--- src/dts_pkg.sv ---
`timescale 1ns / 1ps

package dts_pkg;

	localparam int CHAR_W               = 8;
	localparam int COUNT_W              = 16;
	localparam int DLEN_W               = 4;
	localparam int DBYTES_W             = 64;
	localparam int CFG_IDX_W            = 1;
	localparam int CFG_DATA_W           = 64;
	localparam int MAX_DELIM_BYTES_DEF  = 8;

	localparam logic [COUNT_W-1:0]   COUNT_MAX       = 16'hFFFF;
	localparam logic [DLEN_W-1:0]    DLEN_RESET      = 4'd1;
	localparam logic [DBYTES_W-1:0]  DBYTES_RESET    = 64'd44;

	// register indexes on the config port
	localparam logic [CFG_IDX_W-1:0] REG_DELIM_LENGTH = 1'b0;
	localparam logic [CFG_IDX_W-1:0] REG_DELIM_BYTES  = 1'b1;

	// controller -> datapath
	typedef struct packed {
		logic append;      // store incoming byte at window tail
		logic decide;      // resolve window head: boundary or token byte
		logic flush_byte;  // emit window head as token byte
		logic flush_end;   // emit closing result, clear string state
	} dts_cmd_t;

	// datapath -> controller
	typedef struct packed {
		logic ready_len;   // window holds at least a full delimiter
		logic last_decide; // current decision leaves window short
		logic pend_zero;   // window empty
		logic slot_free;   // output register can take a word
	} dts_status_t;

endpackage

--- src/dts_if.sv ---
`timescale 1ns / 1ps

interface dts_in_if;
	import dts_pkg::*;
	logic              valid;
	logic              ready;
	logic [CHAR_W-1:0] char_value;
	logic              end_of_string;

	modport source (output valid, output char_value, output end_of_string, input ready);
	modport sink   (input valid, input char_value, input end_of_string, output ready);
endinterface

interface dts_out_if;
	import dts_pkg::*;
	logic               valid;
	logic               ready;
	logic [CHAR_W-1:0]  token_byte;
	logic               byte_valid;
	logic               token_end;
	logic               string_end;
	logic [COUNT_W-1:0] token_count;
	logic               last_of_run;

	modport source (output valid, output token_byte, output byte_valid, output token_end,
		output string_end, output token_count, output last_of_run, input ready);
	modport sink   (input valid, input token_byte, input byte_valid, input token_end,
		input string_end, input token_count, input last_of_run, output ready);
endinterface

interface dts_cfg_if;
	import dts_pkg::*;
	logic                  valid;
	logic                  ready;
	logic [CFG_IDX_W-1:0]  reg_index;
	logic [CFG_DATA_W-1:0] write_data;

	modport source (output valid, output reg_index, output write_data, input ready);
	modport sink   (input valid, input reg_index, input write_data, output ready);
endinterface

--- src/dts_datapath.sv ---
`timescale 1ns / 1ps

module dts_datapath #(
	parameter int MAX_DELIMITER_BYTES = dts_pkg::MAX_DELIM_BYTES_DEF
) (
	input  logic                           clk,
	input  logic                           arst_n,
	input  logic                           cfg_we,
	input  logic [dts_pkg::CFG_IDX_W-1:0]  cfg_index,
	input  logic [dts_pkg::CFG_DATA_W-1:0] cfg_data,
	input  logic [dts_pkg::CHAR_W-1:0]     char_value,
	input  dts_pkg::dts_cmd_t              cmd,
	output dts_pkg::dts_status_t           status,
	input  logic                           out_ready,
	output logic                           out_valid,
	output logic [dts_pkg::CHAR_W-1:0]     token_byte,
	output logic                           byte_valid,
	output logic                           token_end,
	output logic                           string_end,
	output logic [dts_pkg::COUNT_W-1:0]    token_count,
	output logic                           last_of_run
);
	import dts_pkg::*;

	localparam int PEND_W = $clog2(MAX_DELIMITER_BYTES + 1);
	localparam int WIN_W  = MAX_DELIMITER_BYTES * CHAR_W;

	logic [DLEN_W-1:0]   dlen_q;
	logic [DBYTES_W-1:0] dbytes_q;
	logic [WIN_W-1:0]    win_q;      // oldest byte in low bits
	logic [PEND_W-1:0]   pend_q;
	logic [COUNT_W-1:0]  cnt_q;

	logic                out_valid_q;
	logic [CHAR_W-1:0]   tok_byte_q;
	logic                byte_valid_q;
	logic                token_end_q;
	logic                string_end_q;
	logic [COUNT_W-1:0]  token_count_q;
	logic                last_q;

	logic [PEND_W-1:0]   len_eff;
	logic                match;
	logic [PEND_W-1:0]   drop;
	logic [PEND_W-1:0]   pend_after;
	logic [COUNT_W-1:0]  cnt_inc;
	logic                emit;

	// clamp configured length into 1..MAX
	always_comb begin
		if (dlen_q == '0) begin
			len_eff = PEND_W'(1);
		end else if (dlen_q > DLEN_W'(MAX_DELIMITER_BYTES)) begin
			len_eff = PEND_W'(MAX_DELIMITER_BYTES);
		end else begin
			len_eff = dlen_q[PEND_W-1:0];
		end
	end

	always_comb begin
		match = 1'b1;
		for (int i = 0; i < MAX_DELIMITER_BYTES; i++) begin
			if ((PEND_W'(i) < len_eff) && (win_q[i*CHAR_W +: CHAR_W] != dbytes_q[i*CHAR_W +: CHAR_W]))
				match = 1'b0;
		end
	end

	assign drop       = match ? len_eff : PEND_W'(1);
	assign pend_after = pend_q - drop;
	assign cnt_inc    = (cnt_q == COUNT_MAX) ? cnt_q : cnt_q + 1'b1;
	assign emit       = cmd.decide | cmd.flush_byte | cmd.flush_end;

	assign status.ready_len   = (pend_q >= len_eff);
	assign status.last_decide = (pend_after < len_eff);
	assign status.pend_zero   = (pend_q == '0);
	assign status.slot_free   = !out_valid_q || out_ready;

	always_ff @(posedge clk or negedge arst_n) begin
		if (!arst_n) begin
			dlen_q   <= DLEN_RESET;
			dbytes_q <= DBYTES_RESET;
		end else if (cfg_we) begin
			unique case (cfg_index)
				REG_DELIM_LENGTH: dlen_q   <= cfg_data[DLEN_W-1:0];
				REG_DELIM_BYTES:  dbytes_q <= cfg_data[DBYTES_W-1:0];
			endcase
		end
	end

	// window contents: no reset, only the pending bytes are ever read
	always_ff @(posedge clk) begin
		if (cmd.append) begin
			for (int i = 0; i < MAX_DELIMITER_BYTES; i++) begin
				if (pend_q == PEND_W'(i))
					win_q[i*CHAR_W +: CHAR_W] <= char_value;
			end
		end else if (cmd.decide) begin
			win_q <= win_q >> {drop, 3'b000};
		end else if (cmd.flush_byte) begin
			win_q <= win_q >> CHAR_W;
		end
	end

	always_ff @(posedge clk or negedge arst_n) begin
		if (!arst_n) begin
			pend_q <= '0;
			cnt_q  <= '0;
		end else if (cmd.append) begin
			pend_q <= pend_q + 1'b1;
		end else if (cmd.decide) begin
			pend_q <= pend_after;
			if (match)
				cnt_q <= cnt_inc;
		end else if (cmd.flush_byte) begin
			pend_q <= pend_q - 1'b1;
		end else if (cmd.flush_end) begin
			pend_q <= '0;
			cnt_q  <= '0;
		end
	end

	always_ff @(posedge clk or negedge arst_n) begin
		if (!arst_n) begin
			out_valid_q <= 1'b0;
		end else if (emit) begin
			out_valid_q <= 1'b1;
		end else if (out_ready) begin
			out_valid_q <= 1'b0;
		end
	end

	always_ff @(posedge clk) begin
		if (cmd.decide) begin
			tok_byte_q    <= match ? '0 : win_q[CHAR_W-1:0];
			byte_valid_q  <= !match;
			token_end_q   <= match;
			string_end_q  <= 1'b0;
			token_count_q <= '0;
			last_q        <= status.last_decide;
		end else if (cmd.flush_byte) begin
			tok_byte_q    <= win_q[CHAR_W-1:0];
			byte_valid_q  <= 1'b1;
			token_end_q   <= 1'b0;
			string_end_q  <= 1'b0;
			token_count_q <= '0;
			last_q        <= 1'b0;
		end else if (cmd.flush_end) begin
			tok_byte_q    <= '0;
			byte_valid_q  <= 1'b0;
			token_end_q   <= 1'b1;
			string_end_q  <= 1'b1;
			token_count_q <= cnt_inc;
			last_q        <= 1'b1;
		end
	end

	assign out_valid   = out_valid_q;
	assign token_byte  = tok_byte_q;
	assign byte_valid  = byte_valid_q;
	assign token_end   = token_end_q;
	assign string_end  = string_end_q;
	assign token_count = token_count_q;
	assign last_of_run = last_q;

endmodule

--- src/dts_ctrl.sv ---
`timescale 1ns / 1ps

module dts_ctrl (
	input  logic                 clk,
	input  logic                 arst_n,
	input  logic                 in_valid,
	input  logic                 in_eos,
	output logic                 in_ready,
	input  dts_pkg::dts_status_t status,
	output dts_pkg::dts_cmd_t    cmd
);
	import dts_pkg::*;

	localparam logic [1:0] ST_IDLE   = 2'd0;
	localparam logic [1:0] ST_DECIDE = 2'd1;
	localparam logic [1:0] ST_FLUSH  = 2'd2;

	logic [1:0] state_q;
	logic [1:0] state_d;

	always_comb begin
		state_d  = state_q;
		in_ready = 1'b0;
		cmd      = '0;
		unique case (state_q)
			ST_IDLE: begin
				in_ready = 1'b1;
				if (in_valid) begin
					if (in_eos) begin
						state_d = ST_FLUSH;
					end else begin
						cmd.append = 1'b1;
						state_d    = ST_DECIDE;
					end
				end
			end
			ST_DECIDE: begin
				// one head decision per cycle while the output slot is free, until the window is short
				if (!status.ready_len) begin
					state_d = ST_IDLE;
				end else if (status.slot_free) begin
					cmd.decide = 1'b1;
					if (status.last_decide)
						state_d = ST_IDLE;
				end
			end
			ST_FLUSH: begin
				if (status.slot_free) begin
					if (status.pend_zero) begin
						cmd.flush_end = 1'b1;
						state_d       = ST_IDLE;
					end else begin
						cmd.flush_byte = 1'b1;
					end
				end
			end
			default: begin
				state_d = ST_IDLE;
			end
		endcase
	end

	always_ff @(posedge clk or negedge arst_n) begin
		if (!arst_n) begin
			state_q <= ST_IDLE;
		end else begin
			state_q <= state_d;
		end
	end

endmodule

--- src/delimiter_token_splitter_unit.sv ---
`timescale 1ns / 1ps

// Delimiter token splitter.
// in_ch  : one word per string byte (char_value), or a terminator word with
//          end_of_string set. Bytes are split into tokens at each
//          left-to-right, non-overlapping match of the delimiter.
// out_ch : one word per result: a token byte (byte_valid) or a token
//          boundary (token_end). The terminator's final word carries
//          string_end and the saturating token count; last_of_run marks the
//          last word caused by each input word.
// cfg_ch : reg_index 0 = delimiter length (1..8), 1 = packed delimiter bytes
//          (first byte in bits 7:0). Write only while the block is idle.
// Timing: a byte word is accepted, then its window heads are decided; the
//   controller resolves one window head per cycle while the output slot is
//   free. A terminator flushes each pending byte, then emits its close word.
//   Results are registered: a word is presented in the cycle after its deciding step.
// Stall: the output register holds its word while out_ch.ready is low; the
//   controller waits on that one slot, input is taken again once idle.
// Reset: window and token counter empty, length 1, delimiter ','.
module delimiter_token_splitter_unit #(
	parameter int MAX_DELIMITER_BYTES = dts_pkg::MAX_DELIM_BYTES_DEF
) (
	input logic        clk,
	input logic        arst_n,
	dts_in_if.sink     in_ch,
	dts_out_if.source  out_ch,
	dts_cfg_if.sink    cfg_ch
);
	import dts_pkg::*;

	dts_cmd_t    cmd;
	dts_status_t status;

	// config is always taken; it lands in datapath registers directly
	assign cfg_ch.ready = 1'b1;

	dts_ctrl u_ctrl (
		.clk      (clk),
		.arst_n   (arst_n),
		.in_valid (in_ch.valid),
		.in_eos   (in_ch.end_of_string),
		.in_ready (in_ch.ready),
		.status   (status),
		.cmd      (cmd)
	);

	dts_datapath #(
		.MAX_DELIMITER_BYTES (MAX_DELIMITER_BYTES)
	) u_datapath (
		.clk         (clk),
		.arst_n      (arst_n),
		.cfg_we      (cfg_ch.valid),
		.cfg_index   (cfg_ch.reg_index),
		.cfg_data    (cfg_ch.write_data),
		.char_value  (in_ch.char_value),
		.cmd         (cmd),
		.status      (status),
		.out_ready   (out_ch.ready),
		.out_valid   (out_ch.valid),
		.token_byte  (out_ch.token_byte),
		.byte_valid  (out_ch.byte_valid),
		.token_end   (out_ch.token_end),
		.string_end  (out_ch.string_end),
		.token_count (out_ch.token_count),
		.last_of_run (out_ch.last_of_run)
	);

	// at most one datapath action per cycle
	a_cmd_onehot: assert property (@(posedge clk) disable iff (!arst_n)
		$onehot0({cmd.append, cmd.decide, cmd.flush_byte, cmd.flush_end}))
		else $error("more than one datapath command");

	// a result is only produced into a free output slot
	a_slot_free: assert property (@(posedge clk) disable iff (!arst_n)
		(cmd.decide || cmd.flush_byte || cmd.flush_end) |-> status.slot_free)
		else $error("result issued into occupied output register");

	// the closing step presents a final, last-of-run word next cycle
	a_close_word: assert property (@(posedge clk) disable iff (!arst_n)
		cmd.flush_end |=> (out_ch.valid && out_ch.string_end && out_ch.last_of_run))
		else $error("terminator close word missing");

	// no input is taken while a window decision or flush is in progress
	a_no_accept_busy: assert property (@(posedge clk) disable iff (!arst_n)
		(cmd.decide || cmd.flush_byte || cmd.flush_end) |-> !in_ch.ready)
		else $error("input accepted while busy");

endmodule

--- src/flat_wrapper.sv ---
// flat-port wrapper written by rule: the top's interface ports become plain ports
module delimiter_token_splitter_unit_flat import dts_pkg::*;
#(
	parameter int MAX_DELIMITER_BYTES = dts_pkg::MAX_DELIM_BYTES_DEF
)
  (clk, arst_n, in_ch_valid, in_ch_char_value, in_ch_end_of_string, in_ch_ready, out_ch_valid, out_ch_token_byte, out_ch_byte_valid, out_ch_token_end, out_ch_string_end, out_ch_token_count, out_ch_last_of_run, out_ch_ready, cfg_ch_valid, cfg_ch_reg_index, cfg_ch_write_data, cfg_ch_ready);
  dts_in_if in_ch_i ();
  dts_out_if out_ch_i ();
  dts_cfg_if cfg_ch_i ();
  input logic clk;
  input logic arst_n;
  input wire logic [$bits(in_ch_i.valid)-1:0] in_ch_valid;
  input wire logic [$bits(in_ch_i.char_value)-1:0] in_ch_char_value;
  input wire logic [$bits(in_ch_i.end_of_string)-1:0] in_ch_end_of_string;
  output wire logic [$bits(in_ch_i.ready)-1:0] in_ch_ready;
  output wire logic [$bits(out_ch_i.valid)-1:0] out_ch_valid;
  output wire logic [$bits(out_ch_i.token_byte)-1:0] out_ch_token_byte;
  output wire logic [$bits(out_ch_i.byte_valid)-1:0] out_ch_byte_valid;
  output wire logic [$bits(out_ch_i.token_end)-1:0] out_ch_token_end;
  output wire logic [$bits(out_ch_i.string_end)-1:0] out_ch_string_end;
  output wire logic [$bits(out_ch_i.token_count)-1:0] out_ch_token_count;
  output wire logic [$bits(out_ch_i.last_of_run)-1:0] out_ch_last_of_run;
  input wire logic [$bits(out_ch_i.ready)-1:0] out_ch_ready;
  input wire logic [$bits(cfg_ch_i.valid)-1:0] cfg_ch_valid;
  input wire logic [$bits(cfg_ch_i.reg_index)-1:0] cfg_ch_reg_index;
  input wire logic [$bits(cfg_ch_i.write_data)-1:0] cfg_ch_write_data;
  output wire logic [$bits(cfg_ch_i.ready)-1:0] cfg_ch_ready;
  assign in_ch_i.valid = in_ch_valid;
  assign in_ch_i.char_value = in_ch_char_value;
  assign in_ch_i.end_of_string = in_ch_end_of_string;
  assign in_ch_ready = in_ch_i.ready;
  assign out_ch_valid = out_ch_i.valid;
  assign out_ch_token_byte = out_ch_i.token_byte;
  assign out_ch_byte_valid = out_ch_i.byte_valid;
  assign out_ch_token_end = out_ch_i.token_end;
  assign out_ch_string_end = out_ch_i.string_end;
  assign out_ch_token_count = out_ch_i.token_count;
  assign out_ch_last_of_run = out_ch_i.last_of_run;
  assign out_ch_i.ready = out_ch_ready;
  assign cfg_ch_i.valid = cfg_ch_valid;
  assign cfg_ch_i.reg_index = cfg_ch_reg_index;
  assign cfg_ch_i.write_data = cfg_ch_write_data;
  assign cfg_ch_ready = cfg_ch_i.ready;
  delimiter_token_splitter_unit #(.MAX_DELIMITER_BYTES(MAX_DELIMITER_BYTES)) u_core (.clk(clk), .arst_n(arst_n), .in_ch(in_ch_i), .out_ch(out_ch_i), .cfg_ch(cfg_ch_i));
endmodule
--- config.mk ---
export PLATFORM = sky130hd
export DESIGN_NAME = delimiter_token_splitter_unit_flat
export DESIGN_NICKNAME = d
export VERILOG_FILES = /design/src/dts_pkg.sv /design/src/dts_if.sv /design/src/dts_datapath.sv /design/src/dts_ctrl.sv /design/src/delimiter_token_splitter_unit.sv /design/src/flat_wrapper.sv
export SDC_FILE = /design/constraint.sdc
export NUM_CORES = 1
export LEC_CHECK = 0
export CORE_UTILIZATION = 35
export DETAILED_ROUTE_END_ITERATION = 8
export DONT_BUFFER_PORTS = 1
export PLACE_DENSITY_LB_ADDON = 0.3
export SYNTH_ARGS = -nofsm -noshare
export SYNTH_HDL_FRONTEND = slang
export SYNTH_SLANG_ARGS = --single-unit
export TNS_END_PERCENT = 1
--- constraint.sdc ---
create_clock -name clk -period 4.8 [get_ports clk]
set_input_delay 0.72 -clock clk [delete_from_list [all_inputs] [get_ports clk]]
set_output_delay 0.72 -clock clk [all_outputs]
set_load 0.1 [all_outputs]
Word-level counts from Yosys, hierarchy flattened
Index checks and enable logic that the tools add are counted.
{"block": "word_totals", "register_bits": 183, "latch_bits": 0, "ramBits": 0, "romBits": 0, "memories": 0}
{"block": "op_classes", "add_sub_neg": 4, "n_mul": 0, "n_div": 0, "order_cmp": 11, "eq_ne": 33, "n_shift": 1, "muxes": 63, "bitwise_logic": 4, "n_reduce_logical": 32}
{"op": "$mux 64", "n": 3}
{"op": "$mux 8", "n": 12}
{"op": "$mux 16", "n": 5}
{"op": "$ne 8x8->1", "n": 8}
{"op": "$shr 64x7->64", "n": 1}
{"op": "$mux 4", "n": 7}
{"op": "$mux 1", "n": 26}
{"op": "$reduce_and 2->1", "n": 10}
{"op": "$mux 2", "n": 9}
{"op": "$ne 2x2->1 const B", "n": 9}
{"op": "$add 16x1->16 const B", "n": 1}
{"op": "$eq 16x16->1 const B", "n": 1}
{"op": "$eq 4x3->1 const B", "n": 4}
{"op": "$lt 3x4->1 const A", "n": 4}
{"op": "$eq 4x2->1 const B", "n": 2}
{"op": "$logic_and 1x1->1", "n": 8}
{"op": "$logic_not 4->1", "n": 2}
{"op": "$lt 1x4->1 const A", "n": 2}
{"op": "$lt 2x4->1 const A", "n": 2}
{"op": "$ne 2x1->1 const B", "n": 4}
{"op": "$ne 3x2->1 const B", "n": 2}
{"op": "$pmux 2 s3", "n": 1}
{"op": "$reduce_bool 3->1", "n": 2}
{"op": "$reduce_and 5->1", "n": 1}
{"op": "18 further kinds", "n": 22}

Logic depth before layout (Yosys ltp)
{"block": "logic_depth", "depth_word": 20, "mapped_depth": 19, "ltp_nobuf": 17}

By module
A second synthesis with hierarchy kept.
{"block": "unflattened", "hier_cells": 1003, "area_unflattened_um2": 10307.4}
{"module": "dts_datapath", "instances": 1, "cells_each": 989, "area_each_um2": 10161.0, "seq_area_each_um2": 4824.6}
{"module": "dts_ctrl", "instances": 1, "cells_each": 12, "area_each_um2": 135.1, "seq_area_each_um2": 50.0}
{"module": "delimiter_token_splitter_unit", "instances": 1, "cells_each": 2, "area_each_um2": 11.3, "seq_area_each_um2": 0.0}

Worst setup path after synthesis
OpenSTA, ideal clock, no wires.
{"block": "synth_timing", "path_type": "flip-flop to flip-flop", "from": "register u_core.u_datapath.dlen_q[1]", "to": "register u_core.u_datapath.win_q[10], data pin", "arrival_ps": 3833, "required_ps": 4534, "setup_slack_ps": 702, "stages_incl_launch_ff": 18, "cell_sequence": "dfrtp_1 -> clkbuf_1 -> nor2_1 -> o21ai_0 -> clkbuf_1 -> clkinv_1 -> clkbuf_1 -> ha_1 -> nand2b_1 -> a211o_1 -> a31oi_1 -> or3b_2 -> nor2_1 -> clkbuf_1 -> nor2_1 -> clkbuf_1 -> a221oi_1 -> o21ai_1"}
{"block": "synth_via", "elab_chain_cells": 17, "word_cells_on_any_way": 35, "cone_classes": "10 x order compare; 1 x shift; 15 x mux; 9 x reduce/logical"}
{"element": "from (decl)", "line": "dts_datapath.sv:28", "rtl": "logic [DLEN_W-1:0] dlen_q;"}
{"element": "from (signal assigned)", "line": "dts_datapath.sv:84", "rtl": "REG_DELIM_LENGTH: dlen_q <= cfg_data[DLEN_W-1:0];"}
{"element": "$gt 4x4->1", "line": "dts_datapath.sv:53", "rtl": "end else if (dlen_q > DLEN_W'(MAX_DELIMITER_BYTES)) begin"}
{"element": "$mux 4", "line": "dts_datapath.sv:53"}
{"element": "$mux 4 *", "line": "dts_datapath.sv:51", "rtl": "if (dlen_q == '0) begin"}
{"element": "$lt 1x4->1", "line": "dts_datapath.sv:63", "rtl": "if ((PEND_W'(i) < len_eff) && (win_q[i*CHAR_W +: CHAR_W] != dbytes_q[i*CHAR_W +: CHAR_W]))"}
{"element": "$logic_and 1x1->1", "line": "dts_datapath.sv:63"}
{"element": "$mux 1 (8 in series)", "line": "dts_datapath.sv:63"}
{"element": "$mux 4", "line": "dts_datapath.sv:68", "rtl": "assign drop = match ? len_eff : PEND_W'(1);"}
{"element": "$shr 64x7->64", "line": "dts_datapath.sv:98", "rtl": "win_q <= win_q >> {drop, 3'b000};"}
{"element": "$mux 64 *", "line": "dts_datapath.sv:97", "rtl": "end else if (cmd.decide) begin"}
{"element": "$mux 64 *", "line": "dts_datapath.sv:92", "rtl": "if (cmd.append) begin"}
{"element": "to (signal, indexed assignment)", "line": "dts_datapath.sv:95", "rtl": "win_q[i*CHAR_W +: CHAR_W] <= char_value;"}
{"element": "to (signal assigned)", "line": "dts_datapath.sv:98"}
{"element": "to (signal assigned)", "line": "dts_datapath.sv:100", "rtl": "win_q <= win_q >> CHAR_W;"}
{"element": "to (decl)", "line": "dts_datapath.sv:30", "rtl": "logic [WIN_W-1:0] win_q;"}
Every way passes the cells marked *; elsewhere a longest branch is shown, timed or not.
A chain may end at the register's enable or synchronous reset.

Worst setup path in the final report
{"block": "layout_timing", "from": "register u_core.u_datapath.win_q[62]", "to": "register u_core.u_ctrl.state_q[0]"}
{"block": "layout_via", "elab_chain_cells": 8}
{"element": "$ne 8x8->1", "line": "dts_datapath.sv:63"}
{"element": "$logic_and 1x1->1", "line": "dts_datapath.sv:63"}
{"element": "$mux 1", "line": "dts_datapath.sv:63"}
{"element": "$mux 4", "line": "dts_datapath.sv:68"}
{"element": "$sub 4x4->4", "line": "dts_datapath.sv:69", "rtl": "assign pend_after = pend_q - drop;"}
{"element": "$lt 4x4->1", "line": "dts_datapath.sv:74", "rtl": "assign status.last_decide = (pend_after < len_eff);"}
{"element": "$ne 3x2->1 (no source line)"}
{"element": "$reduce_and 5->1 (no source line)"}
{"element": "to (signal assigned)", "line": "dts_ctrl.sv:67", "rtl": "state_q <= state_d;"}
{"element": "to (decl)", "line": "dts_ctrl.sv:18", "rtl": "logic [1:0] state_q;"}
Every way passes these cells.

==> results.py <==
metrics = {
    "worst_setup_path": {
        "path_max_fanout": 13,
        "crit_type": "reg -> reg",
        "crit_chain": "xor2_1 > nor4_1 > a21oi_1 > nor4_4 > and3_1 > inv_1 > ha_1 > a21o_1 > a21oi_1 > xor2_1 > xnor2_1 > ha_1 > o21ai_0 > nand2b_1 > nor2_1 > o21ai_0",
        "ff2ff_path_depth": 16,
        "reg2reg_to": "u_core.u_ctrl.state_q[0]",
        "cp-end-kind": "flop",
        "r2r-start": "u_core.u_datapath.win_q[62]",
        "critPathRequiredTime_ns": 5.10,
        "cp.arrival_ns": 4.49,
        "max_stage_delay_ns": 0.71,
        "critPathLaunchType": "flop",
        "crit_slowest_cell": "nor4_4",
        "worst-r2r-setup-slack_ns": 0.61,
    },
    "global_routing": {
        "grt_pass1_vias": 7416,
        "grt_usage": 0.203,
        "overflow": 0,
        "grt_start_max_net_pins": 88,
        "grt_pass1_wl_mm": 46.6,
        "grt_antenna_before_repair": 0,
    },
    "yosys": {
        "synth.distinct_cells": 72,
        "yosysTopAreaCellShare": 0.219,
        "ys_ff_latch": 183,
        "ys_seq_area_frac": 0.475,
        "syn_avg_cell_area_um2": 10.6,
        "synth_fp_nets": 1068,
        "syn_inst": 972,
        "yosys.area.top_type": "edfxtp_1",
        "syn_area_um2": 10300,
        "async_flop_share": 0.497,
        "synth_flop_cell": "dfrtp_1",
        "synth_warnings": 0,
        "ys_top_cells_by_area": "edfxtp_1, dfrtp_1, mux2_2, nand2_1, xnor2_1",
        "synth_edf_count": 75,
    },
    "sta": {
        "rsz0062_at_grt": "false",
        "fmax_ghz": 0.239,
        "max_slew.worst_pin.slew_ns": 1.00,
        "timing.final.ws_setup_ns": 0.614,
        "slew_violations": 0,
        "setup_violations": 0,
        "setup_tns_ns": 0,
        "holdWs_ns": 0.117,
        "finalCritPeriodShare": 0.872,
        "fin_crit_ns": 4.19,
        "hold_viol": 0,
        "clock_skew_ns": 0.0141,
        "max_slew_margin": 0.332,
    },
    "route": {
        "drtIter0Drc": 791,
        "wire_per_inst_um": 22.2,
        "vias_per_cell": 5.76,
        "ant_nets": 0,
        "wirelength_mm": 30.1,
        "drtPass1Iterations": 5,
        "drc": 0,
        "vias": 7804,
    },
    "run_status": {
        "run_status": "finished clean",
    },
    "cells_and_area": {
        "final_nets": 1055,
        "fin_area_um2": 11300,
        "final_cell_mix": "nand2_1, dfrtp_1, edfxtp_1",
        "drive_above_1_share": 0.144,
        "layout_commonest_cell": "nand2_1",
        "area_growth_pct": 9.91,
        "diodes": 0,
        "nFillCells": 2804,
    },
    "die": {
        "ios": 110,
        "dieArea_um2": 30000,
        "start_util": 0.357,
        "rows": 62,
        "chipWidth_um": 173,
        "chipHeight_um": 173,
        "core_region_area_um2": 28800,
    },
    "clock_tree": {
        "cts_buffers": 17,
        "clock_tree.buffer_depth": 2,
        "cts_tree": "yes",
        "clk_pin_slew_worst_paths_ns": 0.08,
        "clockRootBuffer": "clkbuf_16",
        "cts.sink_count": 183,
        "postCtsSetupBuffers": 0,
        "cts-resized-gates": 0,
        "cts_htree_levels": 4,
        "clk_latency_ns": 0.44,
    },
    "placed_design": {
        "post-place-ws_ns": 0.632,
        "io_buffer_count": 0,
        "placed_cell_area_um2": 10700,
        "dp_hpwl_mm": 21.8,
        "gp_congestion": 0.880,
    },
    "pwr": {
        "p_seq_frac": 0.518,
        "power_frac_clock": 0.187,
        "p_per_area_nw_per_um2": 663,
        "leakage_nw": 4.41,
        "p_comb_frac": 0.295,
        "sw_frac_of_total": 0.462,
        "p_int_w": 0.00402,
        "ir_drop_uv": 308,
        "power_w": 0.00749,
        "power.switching_w": 0.00346,
    },
    "job": {
        "drv_cap": 0,
    },
    "worst_hold_path": {
        "hp-class": "in -> async",
    },
}
## Yosys cell counts, types with 3 or more instances
cell and count:
a211o_1 14, a211oi_1 13, a21o_1 9, a21oi_1 53
a221o_1 28, a221oi_1 3, a22o_1 4, a2bb2oi_1 12
a31oi_1 14, and2_1 13, and3_1 4, buf_1 4
buf_2 5, buf_6 3, clkbuf_1 37, dfrtp_1 87
dfstp_2 4, dfxtp_1 17, edfxtp_1 75, ha_1 16
inv_1 20, mux2_2 67, mux2i_1 32, nand2_1 114
nand2b_1 10, nand3_1 20, nand4_1 13, nor2_1 39
nor2b_1 12, nor3_1 11, nor4_1 9, o211ai_1 17
o21ai_0 48, o21ai_1 8, o21bai_1 3, o22a_1 4
o22ai_1 8, o2bb2ai_1 5, o31ai_1 3, xnor2_1 41
xor2_1 35
## cell families (layout without fill, tap and decap cells)
| group | Yosys count | after routing | synth area share |
|---|---|---|---|
| flip-flops | 183 | 183 | 0.475 |
| AO/OA/AOI/OAI | 259 | 259 | 0.175 |
| multiplexers | 99 | 99 | 0.105 |
| adder cells (fa/ha/maj) | 17 | 17 | 0.0214 |
| AND/OR/NAND/NOR | 265 | 265 | 0.129 |
| XOR/XNOR | 76 | 76 | 0.0648 |
| buffers and inverters | 72 | 72 | 0.0299 |
| other | 1 | 1 | 0.000365 |
## power by group through the flow
| stage | clock [W] | combinational [W] | sequential, W |
|---|---|---|---|
| 2_1_floorplan | 0 | 0.00165 | 0.00361 |
| 3_5_place_dp | 0 | 0.00218 | 0.00388 |
| 5_1_grt | 0.00149 | 0.00245 | 0.00394 |
| 6_report | 0.00140 | 0.00221 | 0.00388 |
| 4_1_cts | 0.00143 | 0.00221 | 0.00386 |
| 3_3_place_gp | 0 | 0.00215 | 0.00388 |
## worst max path at each step
stage,depth (start not counted),to,start
finish,16,u_core.u_ctrl.state_q[0],u_core.u_datapath.win_q[62]
global route,16,u_core.u_ctrl.state_q[0],u_core.u_datapath.win_q[23]
CTS,15,u_core.u_datapath.last_of_run,u_core.u_datapath.win_q[59]
detailed placement,16,u_core.u_ctrl.state_q[0],u_core.u_datapath.win_q[59]
global placement,16,u_core.u_ctrl.state_q[0],u_core.u_datapath.win_q[59]
floorplan,17,u_core.u_datapath.win_q[10],u_core.u_datapath.dlen_q[1]
## stage by stage
step                      instances   util
after floorplan                 972      -
after global placement         1323  0.371
after detailed placement       1323  0.371
after CTS                      1356  0.392
after global routing           1356  0.392
final                          1356  0.392
## timing repair
| action | in CTS | in global routing |
|---|---|---|
| endpoints found under the setup margin | 0 | 0 |
| hold endpoints to repair | 87 | 0 |
| hold buffers | 1 | 0 |
## area by class of cell
cell class / count / area, um^2 / area share
sequential: 183 / 4870 / 0.432
clock inverter: 15 / 159 / 0.0141
clock buffer: 17 / 425 / 0.0377
multi-input combinational: 717 / 5100 / 0.452
timing repair buffer: 19 / 163 / 0.0144
tap: 384 / 480 / 0.0426
inverter: 21 / 78.8 / 0.00698
## flip-flops by register name, indices dropped and copies added (netlist names)
| register | count |
|---|---|
| u_core.u_datapath.byte_valid | 1 |
| u_core.u_ctrl.state_q | 2 |
| u_core.u_datapath.pend_q | 4 |
| u_core.u_datapath.token_byte | 8 |
| u_core.u_datapath.dbytes_q | 64 |
| u_core.u_datapath.last_of_run | 1 |
| u_core.u_datapath.out_valid | 1 |
| u_core.u_datapath.win_q | 64 |
| u_core.u_datapath.dlen_q | 4 |
| u_core.u_datapath.token_count | 16 |
| u_core.u_datapath.cnt_q | 16 |
| u_core.u_datapath.string_end | 1 |
| u_core.u_datapath.token_end | 1 |
## layer usage
| layer | vias to the layer above | GRT usage | part of all wire |
|---|---|---|---|
| met4 | 0 | 0.0608 | 0.020 |
| met2 | 357 | 0.300 | 0.44 |
| met1 | 3820 | 0.296 | 0.45 |
| met3 | 33 | 0.0428 | 0.087 |
| li1 | 3594 | - | - |
| met5 | - | 0 | 0 |
## worst max-delay path, delay by kind of cell (launching register included)
kind                     cells  cell delay, ns
AND/OR/NAND/NOR              5            1.64
AO/OA/AOI/OAI                5            0.69
XOR/XNOR                     3            0.56
adder cells (fa/ha/maj)      2            0.55
flip-flops                   1            0.54
buffers and inverters        1            0.08
Note: power is estimated with default switching activity, not from simulation.
